**src/sv/kcvt_pkg.sv**
```systemverilog
package kcvt_pkg;

  localparam int WORD_BITS   = 32;
  localparam int DT_BITS     = 16;
  localparam int GAIN_BITS   = 32;
  localparam int RECIP_SHIFT = 126;
  localparam int WIDE_BITS   = 66;   // signed working width for sums
  localparam int PROD_BITS   = 128;
  localparam int OPND_BITS   = 64;
  localparam int MUL_DIGIT   = 8;    // multiplier bits consumed per cycle
  localparam int MUL_STEPS   = OPND_BITS / MUL_DIGIT;
  localparam int DIV_STEPS   = OPND_BITS;

  localparam logic [2:0] CFG_MEAS_VAR = 3'd0;
  localparam logic [2:0] CFG_PROC_VAR = 3'd1;
  localparam logic [2:0] CFG_INIT_VAR = 3'd2;

  typedef enum logic [1:0] {
    MDU_MUL = 2'b01,
    MDU_DIV = 2'b10
  } mdu_op_t;

  typedef struct packed {
    logic    start;
    mdu_op_t op;
  } mdu_req_t;

  typedef enum logic [3:0] {
    ST_VEL_DT  = 4'd0,
    ST_DT_SQ   = 4'd1,
    ST_COV_DT  = 4'd2,
    ST_VV_DD   = 4'd3,
    ST_VV_DT   = 4'd4,
    ST_RECIP   = 4'd5,
    ST_GAIN_P  = 4'd6,
    ST_GAIN_V  = 4'd7,
    ST_UPD_POS = 4'd8,
    ST_UPD_VEL = 4'd9,
    ST_UPD_COV = 4'd10,
    ST_UPD_VP  = 4'd11,
    ST_UPD_VV  = 4'd12
  } step_t;

  typedef struct packed {
    logic                 clip;
    logic [WORD_BITS-1:0] val;
  } sat_t;

  function automatic logic [WIDE_BITS-1:0] sx(input logic [WORD_BITS-1:0] x);
    return {{(WIDE_BITS-WORD_BITS){x[WORD_BITS-1]}}, x};
  endfunction

  function automatic logic [WIDE_BITS-1:0] zx(input logic [WORD_BITS-1:0] x);
    return {{(WIDE_BITS-WORD_BITS){1'b0}}, x};
  endfunction

  function automatic logic [WORD_BITS-1:0] mag(input logic [WORD_BITS-1:0] x);
    return x[WORD_BITS-1] ? (~x + 1'b1) : x;
  endfunction

  // clip a two's complement wide value to the signed word range
  function automatic sat_t sat_s(input logic [WIDE_BITS-1:0] x);
    sat_t r;
    if ((&x[WIDE_BITS-1:WORD_BITS-1]) || !(|x[WIDE_BITS-1:WORD_BITS-1])) begin
      r.clip = 1'b0;
      r.val  = x[WORD_BITS-1:0];
    end else begin
      r.clip = 1'b1;
      r.val  = x[WIDE_BITS-1] ? {1'b1, {(WORD_BITS-1){1'b0}}}
                              : {1'b0, {(WORD_BITS-1){1'b1}}};
    end
    return r;
  endfunction

  // clip to the unsigned word range
  function automatic sat_t sat_u(input logic [WIDE_BITS-1:0] x);
    sat_t r;
    if (x[WIDE_BITS-1]) begin
      r.clip = 1'b1;
      r.val  = '0;
    end else if (|x[WIDE_BITS-2:WORD_BITS]) begin
      r.clip = 1'b1;
      r.val  = '1;
    end else begin
      r.clip = 1'b0;
      r.val  = x[WORD_BITS-1:0];
    end
    return r;
  endfunction

endpackage

```
**src/sv/kcvt_mdu.sv**
```systemverilog
module kcvt_mdu (
  input  logic                                  clk,
  input  logic                                  rst,
  input  kcvt_pkg::mdu_req_t                    req,
  input  logic [kcvt_pkg::OPND_BITS-1:0]        a,
  input  logic [kcvt_pkg::OPND_BITS-1:0]        b,
  output logic                                  done,
  output logic [kcvt_pkg::PROD_BITS-1:0]        result
);
  import kcvt_pkg::*;

  logic                   busy;
  mdu_op_t                op;
  logic [5:0]             cnt;
  logic [OPND_BITS-1:0]   opa;
  logic [OPND_BITS-1:0]   opb;
  logic [PROD_BITS-1:0]   acc;
  logic [OPND_BITS-1:0]   rem;
  logic [OPND_BITS-1:0]   quo;

  logic [OPND_BITS+MUL_DIGIT-1:0] pp;
  logic [OPND_BITS:0]             rsh;
  logic [OPND_BITS:0]             rdif;

  assign pp   = opa * opb[OPND_BITS-1 -: MUL_DIGIT];
  assign rsh  = {rem, 1'b0};
  assign rdif = rsh - {1'b0, opb};

  assign result = (op == MDU_DIV) ? {{(PROD_BITS-OPND_BITS){1'b0}}, quo} : acc;

  always_ff @(posedge clk) begin
    if (rst) begin
      busy <= 1'b0;
      done <= 1'b0;
      op   <= MDU_MUL;
      cnt  <= '0;
    end else begin
      done <= 1'b0;
      if (req.start) begin
        busy <= 1'b1;
        op   <= req.op;
        cnt  <= '0;
      end else if (busy) begin
        cnt <= cnt + 6'd1;
        if ((op == MDU_MUL && cnt == 6'(MUL_STEPS - 1)) ||
            (op == MDU_DIV && cnt == 6'(DIV_STEPS - 1))) begin
          busy <= 1'b0;
          done <= 1'b1;
        end
      end
    end
  end

  // datapath: MSB-first radix-256 multiply, restoring reciprocal divide
  always_ff @(posedge clk) begin
    if (req.start) begin
      opa <= a;
      opb <= b;
      acc <= '0;
      // remainder after the leading all-zero quotient bits of 2^126 / d
      rem <= {2'b01, {(OPND_BITS-2){1'b0}}};
      quo <= '0;
    end else if (busy) begin
      if (op == MDU_MUL) begin
        acc <= (acc << MUL_DIGIT) + PROD_BITS'(pp);
        opb <= opb << MUL_DIGIT;
      end else begin
        if (!rdif[OPND_BITS]) begin
          rem <= rdif[OPND_BITS-1:0];
          quo <= {quo[OPND_BITS-2:0], 1'b1};
        end else begin
          rem <= rsh[OPND_BITS-1:0];
          quo <= {quo[OPND_BITS-2:0], 1'b0};
        end
      end
    end
  end

endmodule

```
**config.mk**
```make
export PLATFORM = sky130hd
export DESIGN_NAME = kcvt_mdu
export DESIGN_NICKNAME = d
export VERILOG_FILES = /design/src/sv/kcvt_pkg.sv /design/src/sv/kcvt_mdu.sv
export SDC_FILE = /design/constraint.sdc
export NUM_CORES = 2
export LEC_CHECK = 0
export ABC_CLOCK_PERIOD_IN_PS = 6900
export BUFFER_PORTS_ARGS = -buffer_cell sky130_fd_sc_hd__clkbuf_2
export CORE_MARGIN = 5
export CORE_UTILIZATION = 40
export CTS_BUF_LIST = sky130_fd_sc_hd__clkbuf_8
export DETAILED_ROUTE_END_ITERATION = 12
export MAX_ROUTING_LAYER = met4
export PLACE_DENSITY_LB_ADDON = 0.3
export SLEW_MARGIN = 20
export SYNTH_ARGS = -nofsm -noshare
export SYNTH_HDL_FRONTEND = slang
export SYNTH_SLANG_ARGS = --single-unit
```
**constraint.sdc**
```tcl
create_clock -name clk -period 6.9 [get_ports clk]
set_input_delay 0 -clock clk [delete_from_list [all_inputs] [get_ports clk]]
set_output_delay 0 -clock clk [all_outputs]
set_load 0.01 [all_outputs]
```
After elaboration in Yosys (flattened, before gate mapping) --
Cells that the tools add are included.
Operators by class: multiply operators 1, reduce and logical (&&, ||, !) cells 10, add/sub/neg operators 3, muxes and demuxes 10, bitwise operators 2, eq/ne operators 4
Operator list (count):
- $mux W64 | 4
- $add A128 B72 Y128 | 1
- $mux W128 | 1
- $mul A64 B8 Y72 | 1
- $sub A65 B64 Y65 | 1
- $add A6 B1 Y6 const B | 1
- $eq A6 B3 Y1 const B | 1
- $eq A6 B6 Y1 const B | 1
- $reduce_and A2 Y1 | 3
- $mux W1 | 5
- $reduce_bool A2 Y1 | 2
- $reduce_or A3 Y1 | 1
- $eq A2 B1 Y1 const B | 1
- $eq A2 B2 Y1 const B | 1
- $logic_and A1 B1 Y1 | 2
- $not A1 Y1 | 2
- $reduce_or A2 Y1 | 1
- $logic_or A1 B1 Y1 | 1
Word-level totals: word-level logic and storage cells 39, register bits 394

Depth between registers and ports, before layout --
depth after elaboration 6, depth in mapped cells 25

Worst setup path before layout --
Ideal clock, no wire load.
path kind register to register, start point reg opb[57], end point reg acc[116], path buffers 3, setup slack 1025 ps, stages on the path, launching flop included 24, required time 6773 ps, data arrival time 5748 ps, cells stage by stage edfxtp_1 clkbuf_1 clkbuf_1 nand2_1 fa_1 inv_1 fa_1 fa_1 inv_1 fa_1 inv_1 ha_1 a21o_1 or3_1 o21a_1 nand4bb_1 nand3_1 a21boi_1 o311a_1 or2_1 buf_2 a21oi_4 nor3_1 or3b_1
Between the ends: longest elaborated chain between the ends 2
RTL lines:
- start, declared | RTL line kcvt_mdu.sv:16 | logic [OPND_BITS-1:0] opb;
- start signal, assigned | RTL line kcvt_mdu.sv:66 | opb <= opb << MUL_DIGIT;
- $mul A64 B8 Y72 | RTL line kcvt_mdu.sv:25 | assign pp = opa * opb[OPND_BITS-1 -: MUL_DIGIT];
- $add A128 B72 Y128 | RTL line kcvt_mdu.sv:65 | acc <= (acc << MUL_DIGIT) + PROD_BITS'(pp);
- end signal, assigned | RTL line kcvt_mdu.sv:65
- end, declared | RTL line kcvt_mdu.sv:17 | logic [PROD_BITS-1:0] acc;
No other way between the ends. A chain may end at the register's enable or synchronous reset.

Worst setup path in the final report --
start point reg opb[60], end point reg acc[116]
The elaborated chain is that of the path after synthesis.

==> flow_summary.ini <==
[outcome]
status = completed

[global_routing]
grt_max_degree = 101
first_global_vias = 34207
grt_use_total = 0.241
grt_pass1_wl_um = 194000
antenna_found_initial = 4
grt-ovfl-total = 0

[synthesis]
yosys_warnings = 0
syn_nets = 5286
synth_top_area_cell = fa_1
synth_cells = 4553
ys_top_cells_by_area = fa_1 23%, dfxtp_1 14%, edfxtp_1 9.9%, and2_1 7.4%, nand2_1 6.0%
async_flop_share = 0
synth.distinct_cells = 88
synth.ff_latch_count = 394
yosys.area.top_type_share = 0.226
yosysSeqAreaShare = 0.237
synthFlopType = dfxtp_1
synth-edff-count = 128
synth_area_mm2 = 0.0387
postSynthAreaPerCell_um2 = 8.50

[power_and_ir_drop]
power_mw = 22.1
p_clk_frac = 0.122
p_per_area_mw_per_mm2 = 493
switching_share = 0.535
p_seq_frac = 0.131
p_leak_nw = 20.1
internal_power_mw = 10.3
p_comb_frac = 0.747
switchingPower_mw = 11.8
ir_drop_uv = 446

[route]
wirelength_um = 121000
vias_per_cell = 5.31
wl_per_cell_um = 19.4
dr.pass1.iters = 5
drt_iter0_drc = 2122
final_antenna_net_count = 0
remaining_drc_errors = 0
num_vias = 33111

[timing]
finalHoldViolations = 0
slew_headroom = 0.262
slew_violations = 0
rsz0062_at_grt = no
timing.fmax_mhz = 156
finalSetupTns_ps = 0
tightest_slew_ps = 1110
setup_violations = 0
fin_worst_skew_ps = 44.8
fin_crit_ps = 6410
period_share = 0.929

[clock_network]
cts-buffers-inserted = 79
clk_path_buf_depth = 3
cts_root_buf = clkbuf_8
cts.sinks = 394
clk_pin_slew_worst_paths_ps = 70
clk_latency_ps = 740
htreeDepth = 3
cts_tree = done
postCtsSetupBuffers = 0

[setup_path]
worstPathArrival_ps = 7020
critPathMostFrequentCell = fa_1
cp-start-kind = flop
cpPeakStageDelay_ps = 510
cpMaxStageDelayCell = fa_1
crit_type = reg2reg
cp.required_ps = 7510
end_kind = flop
cp_max_fo = 47
cp_cell_sequence = buf_12 -> buf_4 -> and2_1 -> fa_1 -> fa_1 -> fa_1 -> inv_1 -> fa_1 -> inv_1 -> ha_1 -> and3_1 -> nand4_1 -> buf_4 -> nor3_1 -> nand2b_1 -> o32a_1 -> a21boi_1 -> o311a_1 -> or2_1 -> a21oi_4 -> o211a_1 -> or3b_1

[hold_path]
hp-class = in2reg

[die]
start_util = 0.401
die-width_um = 321
io_pins = 262
die_area_mm2 = 0.103
rows = 114
dieHeight_um = 321
core_mm2 = 0.0964

[layout]
drive_gt1_frac = 0.111
final_common_cell = nand2_1
mostFrequentLayoutCells = 620 x nand2_1, 592 x inv_1, 456 x and2_1
final_area_mm2 = 0.0449
final_util = 0.465
final_nets = 5630
area_growth_pct = 15.9

[place]
gp_congestion = 0.936
place_hpwl_um = 90100
io_buffers = 261
placed_cell_area_mm2 = 0.0413

[flow_run]
cap_viol_max_count = 0
==> repair_timing <==
action / in CTS / in global routing
hold buffers: 183 / 0
gates resized for setup: 0 / 0
endpoints found under the hold margin: 199 / 0
==> logic make-up (layout without fill, tap and decap cells) <==
| group | after synthesis | count (layout) | share of synthesized area |
|---|---|---|---|
| AND/OR/NAND/NOR | 1616 | 1616 | 0.206 |
| multiplexers | 72 | 72 | 0.0208 |
| flip-flops | 394 | 394 | 0.237 |
| XOR/XNOR | 160 | 160 | 0.0364 |
| other | 0 | 4 | 0 |
| adder cells (fa/ha/maj) | 600 | 600 | 0.279 |
| AO/OA/AOI/OAI | 901 | 901 | 0.142 |
| buffers and inverters | 810 | 1218 | 0.0793 |
==> synthesized netlist by cell type, types with 35 or more instances <==
cell type and number:
inv_1 572, nor2_1 215, dfxtp_1 266, o21ai_0 213, and2_1 457, a21oi_1 340, mux2_2 66, nand3_1 58
a21o_1 78, ha_1 164, xnor2_1 105, edfxtp_1 128, and3_1 35, xor2_1 54, fa_1 436, clkbuf_1 209
a211oi_1 38, nor3_1 67, nand4_1 62, nand2_1 621
==> layer usage <==
metal | wire [um] | track usage | vias up
met1 | 54200 | 0.318 | 16362
li1 | - | - | 15618
met2 | 57600 | 0.394 | 958
met4 | 2340 | 0.0518 | 0
met3 | 7020 | 0.0396 | 173
met5 | 0 | - | -
==> state kept, by name, summed over array words and instances (netlist names) <==
signal and flops:
acc 128, done 1, cnt 6, quo 64
opa 64, opb 64, rem 64, op 2
busy 1
==> power groups by stage <==
stage	sequential, mW	combinational [mW]	clock, mW
2_1_floorplan	2.80	11.4	0
3_3_place_gp	2.93	16.2	0
6_report	2.89	16.5	2.71
4_1_cts	2.88	16.4	2.79
3_5_place_dp	2.93	16.2	0
5_1_grt	2.91	18.3	2.90
==> layout make-up <==
| class | count | area [um^2] |
|---|---|---|
| fill | 9531 | 51600 |
| multi-input combinational | 3349 | 26500 |
| sequential | 394 | 9170 |
| timing repair buffer | 501 | 3690 |
| inverter | 572 | 2150 |
| tap | 1276 | 1600 |
| clock buffer | 91 | 1250 |
| clock inverter | 54 | 495 |
| antenna | 4 | 10.0 |
==> per-stage QoR <==
stage          hold slack, ps  std cells  setup slack, ps
2_1_floorplan            72.4       4553             1020
5_1_grt                  16.3       6241              116
3_3_place_gp              178       5909              624
4_1_cts                 0.280       6237              592
6_report                 57.1       6241              491
3_5_place_dp              179       5909              566
==> final timing paths <==
| kind | slack, ps | start | cells after the start | to |
|---|---|---|---|---|
| max | 490 | opb[60]$_DFFE_PP_ | 22 | acc[116]$_SDFFE_PP0P_ |
| min | 60 | a[2] | 2 | opa[2]$_DFFE_PP_ |
| max reg2reg | 490 | opb[60]$_DFFE_PP_ | 22 | acc[116]$_SDFFE_PP0P_ |
| min reg2reg | 460 | quo[63]$_SDFFE_PP0P_ | 2 | quo[63]$_SDFFE_PP0P_ |
==> worst max-delay path, delay by kind of cell (launching register included) <==
kind	cells	cell delay, ps
compound gates	5	1260
buf+inv	5	800
fa+ha+maj	5	2290
flops	1	380
simple gates	7	1520
No activity file was read; power rests on OpenSTA's default activity.
